**src/rtl/uble_pkg.sv**
```systemverilog
package uble_pkg;

  // Line geometry: bytes per line, 3-byte groups per line.
  localparam int unsigned LINE_BYTES = 45;
  localparam int unsigned LINE_WORDS = (LINE_BYTES + 2) / 3;
  localparam int unsigned WORD_W     = $clog2(LINE_WORDS);
  localparam int unsigned FILL_W     = $clog2(LINE_BYTES + 1);

  // Configuration register indexes.
  localparam logic REG_BASE64_MODE = 1'b0;
  localparam logic REG_MAX_LINES   = 1'b1;

  // Output character select codes.
  localparam logic [1:0] SEL_LEN  = 2'd0;
  localparam logic [1:0] SEL_DATA = 2'd1;
  localparam logic [1:0] SEL_NL   = 2'd2;
  localparam logic [1:0] SEL_ENDC = 2'd3;

  typedef struct packed {
    logic       wr;         // store the input byte
    logic       grp_inc;    // advance to the next 3-byte group
    logic       chr_inc;    // advance to the next symbol of the group
    logic       line_done;  // close the line, update the line count
    logic [1:0] sel;        // which character drives the output
  } ctrl_cmd_t;

  typedef struct packed {
    logic ends_line;   // the offered byte completes a line
    logic last_grp;    // current group is the last of the line
    logic last_chr;    // current symbol is the fourth of its group
    logic b64;         // base64 mode
    logic add_marker;  // end marker follows this line
    logic part_end;    // this line closes a part
  } dp_stat_t;

endpackage

```
**src/rtl/uble_datapath.sv**
```systemverilog
module uble_datapath
  import uble_pkg::*;
(
  input  logic        clk_i,
  input  logic        rst_ni,
  input  logic        cfg_we_i,
  input  logic        cfg_idx_i,
  input  logic [15:0] cfg_data_i,
  input  logic [7:0]  data_byte_i,
  input  logic        end_of_input_i,
  input  logic        final_part_i,
  input  ctrl_cmd_t   cmd_i,
  output dp_stat_t    stat_o,
  output logic [7:0]  out_char_o
);

  function automatic logic [7:0] enc_sym(input logic [5:0] v, input logic b64);
    logic [7:0] r;
    r = 8'h00;
    if (b64) begin
      if (v < 6'd26)      r = 8'h41 + {2'b00, v};
      else if (v < 6'd52) r = 8'h61 + {2'b00, v} - 8'd26;
      else if (v < 6'd62) r = 8'h30 + {2'b00, v} - 8'd52;
      else if (v == 6'd62) r = 8'h2B;
      else                r = 8'h2F;
    end else begin
      r = (v == 6'd0) ? 8'h60 : (8'h20 + {2'b00, v});
    end
    return r;
  endfunction

  logic              mode_q;
  logic [15:0]       max_q;
  logic [23:0]       mem [LINE_WORDS];
  logic [23:0]       rdata_q;
  logic [WORD_W-1:0] word_q, word_d;
  logic [1:0]        lane_q, lane_d;
  logic [FILL_W-1:0] fill_q, fill_d;
  logic [WORD_W-1:0] grp_q, grp_d;
  logic [1:0]        chr_q, chr_d;
  logic [15:0]       line_cnt_q, line_cnt_d;
  logic              eoi_q, eoi_d, fin_q, fin_d;

  logic [15:0] line_inc;
  logic        ends_line, last_grp, has1, has2, part_end;
  logic [7:0]  b0, b1, b2, pad, data_char;
  logic [FILL_W-1:0] len;

  // Configuration registers.
  always_ff @(posedge clk_i or negedge rst_ni) begin
    if (!rst_ni) begin
      mode_q <= 1'b0;
      max_q  <= 16'hFFFF;
    end else if (cfg_we_i) begin
      unique case (cfg_idx_i)
        REG_BASE64_MODE: mode_q <= cfg_data_i[0];
        REG_MAX_LINES:   max_q  <= cfg_data_i;
        default:         mode_q <= mode_q;
      endcase
    end
  end

  // Line store: one 3-byte group per word.
  always_ff @(posedge clk_i) begin
    if (cmd_i.wr) begin
      mem[word_q][{lane_q, 3'b000} +: 8] <= data_byte_i;
    end
    rdata_q <= mem[grp_q];
  end

  assign ends_line = (fill_q == FILL_W'(LINE_BYTES - 1)) || end_of_input_i;
  assign line_inc  = line_cnt_q + 16'd1;
  assign part_end  = eoi_q || (line_inc >= max_q);
  assign last_grp  = (grp_q == word_q);

  always_comb begin
    word_d     = word_q;
    lane_d     = lane_q;
    fill_d     = fill_q;
    grp_d      = grp_q;
    chr_d      = chr_q;
    line_cnt_d = line_cnt_q;
    eoi_d      = eoi_q;
    fin_d      = fin_q;
    if (cmd_i.wr) begin
      if (ends_line) begin
        // hold the write position: it marks the last group of the line
        grp_d = '0;
        chr_d = '0;
        eoi_d = end_of_input_i;
        fin_d = final_part_i;
      end else begin
        fill_d = fill_q + 1'b1;
        if (lane_q == 2'd2) begin
          lane_d = 2'd0;
          word_d = word_q + 1'b1;
        end else begin
          lane_d = lane_q + 1'b1;
        end
      end
    end
    if (cmd_i.grp_inc) begin
      grp_d = grp_q + 1'b1;
      chr_d = '0;
    end
    if (cmd_i.chr_inc) begin
      chr_d = chr_q + 1'b1;
    end
    if (cmd_i.line_done) begin
      fill_d     = '0;
      word_d     = '0;
      lane_d     = 2'd0;
      line_cnt_d = part_end ? 16'd0 : line_inc;
    end
  end

  always_ff @(posedge clk_i or negedge rst_ni) begin
    if (!rst_ni) begin
      word_q     <= '0;
      lane_q     <= 2'd0;
      fill_q     <= '0;
      grp_q      <= '0;
      chr_q      <= 2'd0;
      line_cnt_q <= 16'd0;
      eoi_q      <= 1'b0;
      fin_q      <= 1'b0;
    end else begin
      word_q     <= word_d;
      lane_q     <= lane_d;
      fill_q     <= fill_d;
      grp_q      <= grp_d;
      chr_q      <= chr_d;
      line_cnt_q <= line_cnt_d;
      eoi_q      <= eoi_d;
      fin_q      <= fin_d;
    end
  end

  // Symbols of the current group; missing bytes read as zero.
  assign has1 = !last_grp || (lane_q != 2'd0);
  assign has2 = !last_grp || (lane_q == 2'd2);
  assign b0   = rdata_q[7:0];
  assign b1   = has1 ? rdata_q[15:8] : 8'h00;
  assign b2   = has2 ? rdata_q[23:16] : 8'h00;
  assign pad  = mode_q ? 8'h3D : 8'h60;
  assign len  = fill_q + 1'b1;

  always_comb begin
    unique case (chr_q)
      2'd0: data_char = enc_sym(b0[7:2], mode_q);
      2'd1: data_char = enc_sym({b0[1:0], b1[7:4]}, mode_q);
      2'd2: data_char = has1 ? enc_sym({b1[3:0], b2[7:6]}, mode_q) : pad;
      default: data_char = has2 ? enc_sym(b2[5:0], mode_q) : pad;
    endcase
  end

  always_comb begin
    unique case (cmd_i.sel)
      SEL_LEN:  out_char_o = enc_sym(6'(len), mode_q);
      SEL_DATA: out_char_o = data_char;
      SEL_NL:   out_char_o = 8'h0A;
      default:  out_char_o = 8'h60;
    endcase
  end

  assign stat_o.ends_line  = ends_line;
  assign stat_o.last_grp   = last_grp;
  assign stat_o.last_chr   = (chr_q == 2'd3);
  assign stat_o.b64        = mode_q;
  assign stat_o.add_marker = eoi_q && fin_q && !mode_q;
  assign stat_o.part_end   = part_end;

endmodule

```
**src/rtl/uble_ctrl.sv**
```systemverilog
module uble_ctrl
  import uble_pkg::*;
(
  input  logic      clk_i,
  input  logic      rst_ni,
  input  logic      in_valid_i,
  output logic      in_ready_o,
  output logic      out_valid_o,
  input  logic      out_ready_i,
  output logic      last_of_run_o,
  output logic      part_done_o,
  input  dp_stat_t  stat_i,
  output ctrl_cmd_t cmd_o
);

  localparam logic [2:0] ST_IDLE  = 3'd0;
  localparam logic [2:0] ST_LEN   = 3'd1;
  localparam logic [2:0] ST_FETCH = 3'd2;
  localparam logic [2:0] ST_CHAR  = 3'd3;
  localparam logic [2:0] ST_NL    = 3'd4;
  localparam logic [2:0] ST_ENDC  = 3'd5;
  localparam logic [2:0] ST_ENDN  = 3'd6;

  logic [2:0] state_q, state_d;

  always_comb begin
    state_d       = state_q;
    cmd_o         = '0;
    cmd_o.sel     = SEL_DATA;
    in_ready_o    = 1'b0;
    out_valid_o   = 1'b0;
    last_of_run_o = 1'b0;
    part_done_o   = 1'b0;
    unique case (state_q)
      ST_IDLE: begin
        in_ready_o = 1'b1;
        if (in_valid_i) begin
          cmd_o.wr = 1'b1;
          if (stat_i.ends_line) begin
            state_d = stat_i.b64 ? ST_FETCH : ST_LEN;
          end
        end
      end
      ST_LEN: begin
        out_valid_o = 1'b1;
        cmd_o.sel   = SEL_LEN;
        if (out_ready_i) state_d = ST_CHAR;
      end
      ST_FETCH: begin
        state_d = ST_CHAR;
      end
      ST_CHAR: begin
        out_valid_o = 1'b1;
        if (out_ready_i) begin
          if (!stat_i.last_chr) begin
            cmd_o.chr_inc = 1'b1;
          end else if (stat_i.last_grp) begin
            state_d = ST_NL;
          end else begin
            cmd_o.grp_inc = 1'b1;
            state_d       = ST_FETCH;
          end
        end
      end
      ST_NL: begin
        out_valid_o   = 1'b1;
        cmd_o.sel     = SEL_NL;
        last_of_run_o = !stat_i.add_marker;
        part_done_o   = stat_i.part_end && !stat_i.add_marker;
        if (out_ready_i) begin
          cmd_o.line_done = 1'b1;
          state_d = stat_i.add_marker ? ST_ENDC : ST_IDLE;
        end
      end
      ST_ENDC: begin
        out_valid_o = 1'b1;
        cmd_o.sel   = SEL_ENDC;
        if (out_ready_i) state_d = ST_ENDN;
      end
      ST_ENDN: begin
        out_valid_o   = 1'b1;
        cmd_o.sel     = SEL_NL;
        last_of_run_o = 1'b1;
        part_done_o   = 1'b1;
        if (out_ready_i) state_d = ST_IDLE;
      end
      default: begin
        state_d = ST_IDLE;
      end
    endcase
  end

  always_ff @(posedge clk_i or negedge rst_ni) begin
    if (!rst_ni) begin
      state_q <= ST_IDLE;
    end else begin
      state_q <= state_d;
    end
  end

endmodule

```
**src/rtl/uuencode_base64_line_encoder.sv**
```systemverilog
// Channel | Direction | Handshake            | Payload
// --------+-----------+----------------------+------------------------------------------
// in      | input     | in_valid_i/in_ready_o | data_byte_i, end_of_input_i, final_part_i
// out     | output    | out_valid_o/out_ready_i | out_char_o, last_of_run_o, part_done_o
// cfg     | input     | cfg_we_i (no wait)   | cfg_idx_i, cfg_data_i
//
// Bytes that do not close a line are accepted back to back. A line of n bytes then
// streams out at one character per cycle while out_ready_i is high, with a fetch
// state before each 3-byte group to read the group word from the line store
// (the first fetch hides under the length character in uuencode mode).
// Reset clears counters, state and configuration; the line store is not cleared.
// The input side stalls while a line is being emitted; out_ready_i low holds
// the current character.
module uuencode_base64_line_encoder
  import uble_pkg::*;
(
  input  logic        clk_i,
  input  logic        rst_ni,
  input  logic        cfg_we_i,
  input  logic        cfg_idx_i,
  input  logic [15:0] cfg_data_i,
  input  logic        in_valid_i,
  output logic        in_ready_o,
  input  logic [7:0]  data_byte_i,
  input  logic        end_of_input_i,
  input  logic        final_part_i,
  output logic        out_valid_o,
  input  logic        out_ready_i,
  output logic [7:0]  out_char_o,
  output logic        last_of_run_o,
  output logic        part_done_o
);

  ctrl_cmd_t cmd;
  dp_stat_t  stat;

  // Sequencer: accepts bytes, then walks the line store group by group.
  uble_ctrl u_ctrl (
    .clk_i         (clk_i),
    .rst_ni        (rst_ni),
    .in_valid_i    (in_valid_i),
    .in_ready_o    (in_ready_o),
    .out_valid_o   (out_valid_o),
    .out_ready_i   (out_ready_i),
    .last_of_run_o (last_of_run_o),
    .part_done_o   (part_done_o),
    .stat_i        (stat),
    .cmd_o         (cmd)
  );

  // Line store, counters, configuration and the symbol encoder.
  uble_datapath u_dp (
    .clk_i          (clk_i),
    .rst_ni         (rst_ni),
    .cfg_we_i       (cfg_we_i),
    .cfg_idx_i      (cfg_idx_i),
    .cfg_data_i     (cfg_data_i),
    .data_byte_i    (data_byte_i),
    .end_of_input_i (end_of_input_i),
    .final_part_i   (final_part_i),
    .cmd_i          (cmd),
    .stat_o         (stat),
    .out_char_o     (out_char_o)
  );

  // Input and output never overlap: a line is emitted while the input stalls.
  a_no_overlap: assert property (@(posedge clk_i) disable iff (!rst_ni)
    !(in_ready_o && out_valid_o))
    else $error("input accepted while a line is being emitted");

  // The closing character of any run is a newline.
  a_last_is_nl: assert property (@(posedge clk_i) disable iff (!rst_ni)
    (out_valid_o && last_of_run_o) |-> (out_char_o == 8'h0A))
    else $error("run closed by a character other than newline");

  // A part closes only on the last character of a run.
  a_part_on_last: assert property (@(posedge clk_i) disable iff (!rst_ni)
    (out_valid_o && part_done_o) |-> last_of_run_o)
    else $error("part closed before the end of the run");

  // After the last character of a run the block takes input again.
  a_back_to_idle: assert property (@(posedge clk_i) disable iff (!rst_ni)
    (out_valid_o && out_ready_i && last_of_run_o) |=> in_ready_o)
    else $error("input not reopened after a run");

endmodule

```
**config.mk**
```make
export PLATFORM = sky130hd
export DESIGN_NAME = uuencode_base64_line_encoder
export DESIGN_NICKNAME = d
export VERILOG_FILES = /design/src/rtl/uble_pkg.sv /design/src/rtl/uble_datapath.sv /design/src/rtl/uble_ctrl.sv /design/src/rtl/uuencode_base64_line_encoder.sv
export SDC_FILE = /design/constraint.sdc
export NUM_CORES = 1
export LEC_CHECK = 0
export BUFFER_PORTS_ARGS = -buffer_cell sky130_fd_sc_hd__buf_4
export CORE_ASPECT_RATIO = 1.2
export CORE_UTILIZATION = 61
export CTS_BUF_LIST = sky130_fd_sc_hd__clkbuf_8
export CTS_CLUSTER_DIAMETER = 40
export CTS_CLUSTER_SIZE = 12
export DETAILED_ROUTE_END_ITERATION = 8
export PLACE_DENSITY = 0.85
export SYNTH_ARGS = -nofsm -noshare
export SYNTH_HDL_FRONTEND = slang
export SYNTH_SLANG_ARGS = --single-unit
```
**constraint.sdc**
```tcl
create_clock -name clk_i -period 7.5 [get_ports clk_i]
set_input_delay 1.875 -clock clk_i [delete_from_list [all_inputs] [get_ports clk_i]]
set_output_delay 1.875 -clock clk_i [all_outputs]
set_load 0.02 [all_outputs]
```
Word-level counts from Yosys, hierarchy flattened
Memories as Yosys holds them, arrays and structs flattened. A register that Yosys moved wholly into a read port is not among the register bits.
Cells that the tools add are included.
W data, S select, Z words.

cells by class
  $add $sub $neg = 37
  multiply operators = 0
  div/mod/pow operators = 0
  magnitude comparators = 16
  eq/ne operators = 28
  shift operators = 2
  multiplexer cells = 84
  bitwise gates (word level) = 1
  reduce and logical (&&, ||, !) cells = 35

operator list
  kind                      number
  $mux W8                   29
  $add A7 B6 Y8 const A     10
  $add A6 B6 Y7 const A     10
  $lt A6 B6 Y1 const B      10
  $pmux W8 S3               2
  $mux W3                   15
  $sub A8 B5 Y8 const B     5
  $sub A8 B6 Y8 const B     5
  $eq A6 B6 Y1 const B      6
  $logic_not A6 Y1          5
  $lt A6 B5 Y1 const B      5
  $mux W4                   7
  $mux W24                  1
  $shift A8 B7 Y24 const A  1
  $shiftx A8 B7 Y24         1
  $mux W2                   11
  $pmux W3 S7               1
  $mux W6                   3
  $add A16 B1 Y16 const B   1
  $ge A16 B16 Y1            1
  $mux W16                  1
  $ne A2 B2 Y1 const B      7
  $reduce_and A2 Y1         6
  $mux W1                   10
  26 further kinds          50

storage, ports and cells
  bits in registers = 56
  bits in latches = 0
  bits in writable memories = 360
  ROM bits = 0
  bits of input ports = 32
  output and inout port bits = 12
  word-level logic and storage cells = 215
  memories kept = 1

memories
  name      depth  width  rd ports  clocked after memory_dff  wr ports  line                 source
  u_dp.mem  15     24     1         1                         1         uble_datapath.sv:34  logic [23:0] mem [LINE_WORDS];

Longest topological paths before layout
  word-level depth = 13
  mapped depth = 17
  gate-level depth less buffers = 14

Cells and area by module
A second synthesis with hierarchy kept.

second synthesis, totals
  cells, all modules = 1,614
  area, all modules = 20,776.2 µm²

modules (own cells, without submodules)
  module         instances  cells an instance  area an instance (µm²)  sequential area each (µm²)
  uble_datapath  1          1,570              20,420.8                12,637.1
  uble_ctrl      1          44                 355.3                   75.1

Worst setup path before layout
Ideal clock, no wire load.

  path kind = register -> output
  start point = register u_dp.lane_q[0]
  end point = output port out_char_o[2]
  arrival = 3.275 ns
  data required time = 5.625 ns
  slack = 2.350 ns
  cell stages (with the launch flop) = 17
  buffers on the path = 4
  cells stage by stage = dfrtp_1 -> inv_1 -> ha_1 -> clkbuf_1 -> nand2b_1 -> clkbuf_1 -> nand2_1 -> inv_1 -> ha_1 -> clkbuf_1 -> nand2_1 -> a22o_1 -> buf_2 -> a211oi_1 -> o31ai_1 -> a31oi_1 -> a2bb2oi_1

between the ends
  longest elaborated chain between the ends = 12
  elaborated cells between the ends (all ways) = 61
  those cells by class = 18 x add/sub; 9 x order compare; 4 x eq/ne; 24 x mux; 6 x reduce/logical

ends and longest elaborated chain
  item                                                line                                        source
  start, declared                                     uble_datapath.sv:37                         logic [1:0] lane_q, lane_d;
  start signal, assigned                              uble_datapath.sv:129                        lane_q <= lane_d;
  $eq A2 B2 Y1 or $reduce_bool A2 Y1 (tied branches)  uble_datapath.sv:141, uble_datapath.sv:140
  $logic_or A1 B1 Y1 (on tied branches)               uble_datapath.sv:141, uble_datapath.sv:140
  $mux W8 (on tied branches)                          uble_datapath.sv:144, uble_datapath.sv:143
  $add A6 B6 Y7 or $eq A6 B6 Y1 (tied branches)       uble_datapath.sv:23, uble_datapath.sv:24
  $sub A8 B6 Y8 or $mux W3 (tied branches)            uble_datapath.sv:23, uble_datapath.sv:24
  $mux W8                                             uble_datapath.sv:23                         else if (v < 6'd62) r = 8'h30 + {2'b00, v} - 8'd52;
  $mux W8                                             uble_datapath.sv:22                         else if (v < 6'd52) r = 8'h61 + {2'b00, v} - 8'd26;
  $mux W8                                             uble_datapath.sv:21                         if (v < 6'd26) r = 8'h41 + {2'b00, v};
  $mux W8                                             uble_datapath.sv:20                         if (b64) begin
  $mux W8 (on tied branches)                          uble_datapath.sv:153, uble_datapath.sv:152
  $pmux W8 S3 *                                       uble_datapath.sv:149                        unique case (chr_q)
  $pmux W8 S3 *                                       uble_datapath.sv:158                        unique case (cmd_i.sel)
  end, declared                                       uuencode_base64_line_encoder.sv:29          output logic [7:0] out_char_o,

Every way passes the cells marked *; elsewhere a longest branch is shown, timed or not.

Worst setup path in the final report
Same ends and word-level chain as after synthesis.

==> impl_metrics.json <==
{
  "outcome": "complete, no violations",
  "maxSlewHeadroom": 0.280,
  "hold_end": "u_dp.fin_q",
  "grtUsageMet2": 0.466,
  "r2r-end": "u_dp.line_cnt_q[9]",
  "hold_viol": 0,
  "boundaryPins": 44,
  "cts_tree": "done",
  "dieHeight_um": 207,
  "fmax_mhz": 156,
  "die_w_um": 173,
  "syn_area_um2": 21500,
  "required_ns": 5.62,
  "finalClockSkew_ns": 0.0391,
  "use_met3": 0.0436,
  "seq_area_um2": 12700,
  "grt_pass1_wl_um": 76900,
  "area_growth_syn_to_layout_pct": 6.79,
  "drt_iter0_markers": 1550,
  "cts_num_sinks": 440,
  "gr-total-overflow": 0,
  "setup_viol": 0,
  "place.gp.congestion": 0.955,
  "netlist-cell-type-count": 86,
  "multi_input_area_um2": 8070,
  "rr_startpoint": "u_dp.line_cnt_q[2]",
  "p_sw_frac": 0.377,
  "drv_slew": 0,
  "firstDrtPassIters": 6,
  "diodes": 0,
  "hold_class": "flop to flop",
  "ys_warn_count": 0,
  "busiest_layer": "met2",
  "fin_tns_setup_ns": 0,
  "cp.arrival_ns": 4.54,
  "nFillCells": 2304,
  "grt_max_degree": 84,
  "cts_setup_buffers": 0,
  "power.leakage_uw": 0.00856,
  "fin_hold_ws_ns": 0.530,
  "dp_hpwl_um": 34100,
  "grt_setup_unrepaired": "no",
  "start_util": 0.625,
  "hold_buffers": 0,
  "antenna_found_initial": 0,
  "critical_path.startpoint_type": "flop",
  "vias_per_cell": 6.59,
  "path_clk_slew_ns": 0.08,
  "cts_buffer_depth": 3,
  "seq_area_frac_synth": 0.593,
  "nets": 1715,
  "htreeDepth": 2,
  "gr-usage-met1": 0.362,
  "p_per_area_nw_per_um2": 337,
  "io_buffers": 43,
  "numCtsBuffers": 47,
  "switching_power_uw": 2910,
  "worstSetupEndpointType": "output port",
  "peakVddDrop_mv": 0.212,
  "avgSynthCellArea_um2": 13.5,
  "synthCells": 1593,
  "path_max_fanout": 12,
  "synth-edff-count": 360,
  "wl_um": 49100,
  "reg2regPathDepth": 13,
  "grt.total_usage": 0.277,
  "grt_pass1_vias": 13601,
  "final_util": 0.667,
  "drv_cap": 0,
  "whs_path_depth": 1,
  "tightestPinTransition_ns": 1.07,
  "dieArea_um2": 35900,
  "async_flop_share": 0.127,
  "pwr-share-seq": 0.406,
  "cts_resized": 0,
  "vias": 13777,
  "root_buffer": "clkbuf_8",
  "detail_route.wl_per_cell_um": 23.5,
  "synth_flop_cell": "edfxtp_1",
  "core-area_um2": 34400,
  "intPower_uw": 4810,
  "drive_gt1_frac": 0.165,
  "p_clk_frac": 0.192,
  "rrSetupSlack_ns": 3.82,
  "clock_latency_ns": 0.62,
  "power_frac_comb": 0.402,
  "crit_type": "flop to output port",
  "hp-start": "u_dp.fin_q",
  "drc_errors": 0,
  "fin_crit_sh": 0.855,
  "ys_ff_latch": 440,
  "rows": 74,
  "ant_nets": 0,
  "syn_nets": 1702,
  "layout_min_cycle_time_ns": 6.41
}
-- per-layer routing --
metal  wire, um  up-vias
li1           -     6108
met1      19200     6798
met2      24600      729
met3       3610      142
met4       1680        0
met5          0        -
-- layout by cell type, fill, tap and decap left out, drive strengths merged, types with 40 or more instances in the layout --
cell / instances
nor2: 95
nand3: 47
mux4: 96
o21ai: 112
inv: 97
clkbuf: 51
nand2: 143
ha: 77
edfxtp: 360
dfrtp: 40
buf: 53
-- how the worst max path moves through the flow --
stage	start	endpoint	slack, ns	cells past startpoint
2_1_floorplan	u_dp.lane_q[0]	out_char_o[2]	2.35	16
3_3_place_gp	u_dp.grp_q[1]	out_char_o[2]	1.82	13
3_5_place_dp	u_dp.grp_q[1]	out_char_o[3]	1.78	12
4_1_cts	u_dp.grp_q[1]	out_char_o[3]	1.12	12
5_1_grt	u_dp.grp_q[1]	out_char_o[3]	0.75	12
6_report	u_dp.lane_q[0]	out_char_o[2]	1.09	15
-- cell families (layout without fill, tap and decap cells) --
group / after synthesis / in the layout / share of synthesized area
AOI/OAI and AO/OA: 311 / 311 / 0.0987
xor gates and xnor gates: 34 / 34 / 0.0149
adders and majority gates: 77 / 77 / 0.0449
buffers and inverters: 166 / 208 / 0.0317
DFF: 440 / 440 / 0.593
muxes: 142 / 142 / 0.123
and+or+nand+nor: 423 / 423 / 0.0937
-- power by group through the flow --
stage	clock network [uW]	logic (uW)	registers, uW
after floorplan	0	2410	3020
after global placement	0	3010	3180
after detailed placement	0	3060	3180
after CTS	1500	3080	3130
after global routing	1590	3370	3160
final	1480	3110	3140
-- layout make-up --
type | count | share of cell area
Inverter | 77 | 0.0126
Clock inverter | 27 | 0.00715
Clock buffer | 51 | 0.0306
Tap cell | 456 | 0.0249
Timing Repair Buffer | 53 | 0.0174
Sequential cell | 440 | 0.555
Multi-Input combinational cell | 987 | 0.352
-- state kept, by name, summed over array words and instances (netlist names), 3 cells and up --
signal and flops:
u_dp.mem 360, u_dp.rdata_q 24, u_dp.line_cnt_q 16, u_dp.max_q 16, u_dp.fill_q 6, u_dp.grp_q 4, u_dp.word_q 4, u_ctrl.state_q 3
-- synth_stat cells, types with 13 or more instances --
library cell / instances / area share
nor2b_1: 14 / 0.0041
nand4_1: 18 / 0.0052
nand2b_1: 15 / 0.0044
nand2_1: 143 / 0.025
xor2_1: 15 / 0.0061
dfrtp_1: 40 / 0.047
nor2_1: 95 / 0.017
xnor2_1: 16 / 0.0065
dfxtp_1: 24 / 0.022
clkbuf_1: 56 / 0.0098
edfxtp_1: 360 / 0.50
mux4_2: 95 / 0.10
dfstp_2: 16 / 0.020
mux2i_1: 28 / 0.013
inv_1: 76 / 0.013
and2_1: 31 / 0.0090
a21oi_1: 35 / 0.0082
buf_2: 19 / 0.0044
ha_1: 77 / 0.045
nor3_1: 19 / 0.0044
nand3_1: 47 / 0.011
a31oi_1: 18 / 0.0052
o211ai_1: 13 / 0.0045
o21ai_0: 108 / 0.025
o2111ai_1: 13 / 0.0053
mux2_2: 18 / 0.0094
-- worst max-delay path, cell delays in order (launching register included) --
cell and delay, ns:
dfrtp_1 0.43, inv_1 0.13, ha_1 0.51, inv_1 0.29, nor2_1 0.36, nor2_1 0.15, inv_1 0.08, ha_1 0.16
a22o_1 0.16, a21oi_2 0.11, a21o_1 0.25, a211oi_1 0.31, a211oi_1 0.09, nor4bb_1 0.53, a2bb2oi_1 0.15, buf_4 0.19
-- through the flow --
step                      power, uW  std cells  instance area [um^2]  worst slack [ns]
after detailed placement       6240       2013                 22000              1.78
final                          7730       2091                 22900              1.09
after CTS                      7700       2091                 22900              1.12
after floorplan                5430       1593                 21500              2.35
after global placement         6190       2013                 22000              1.82
after global routing           8120       2091                 22900             0.752
Power figures use the tool's default switching activity.
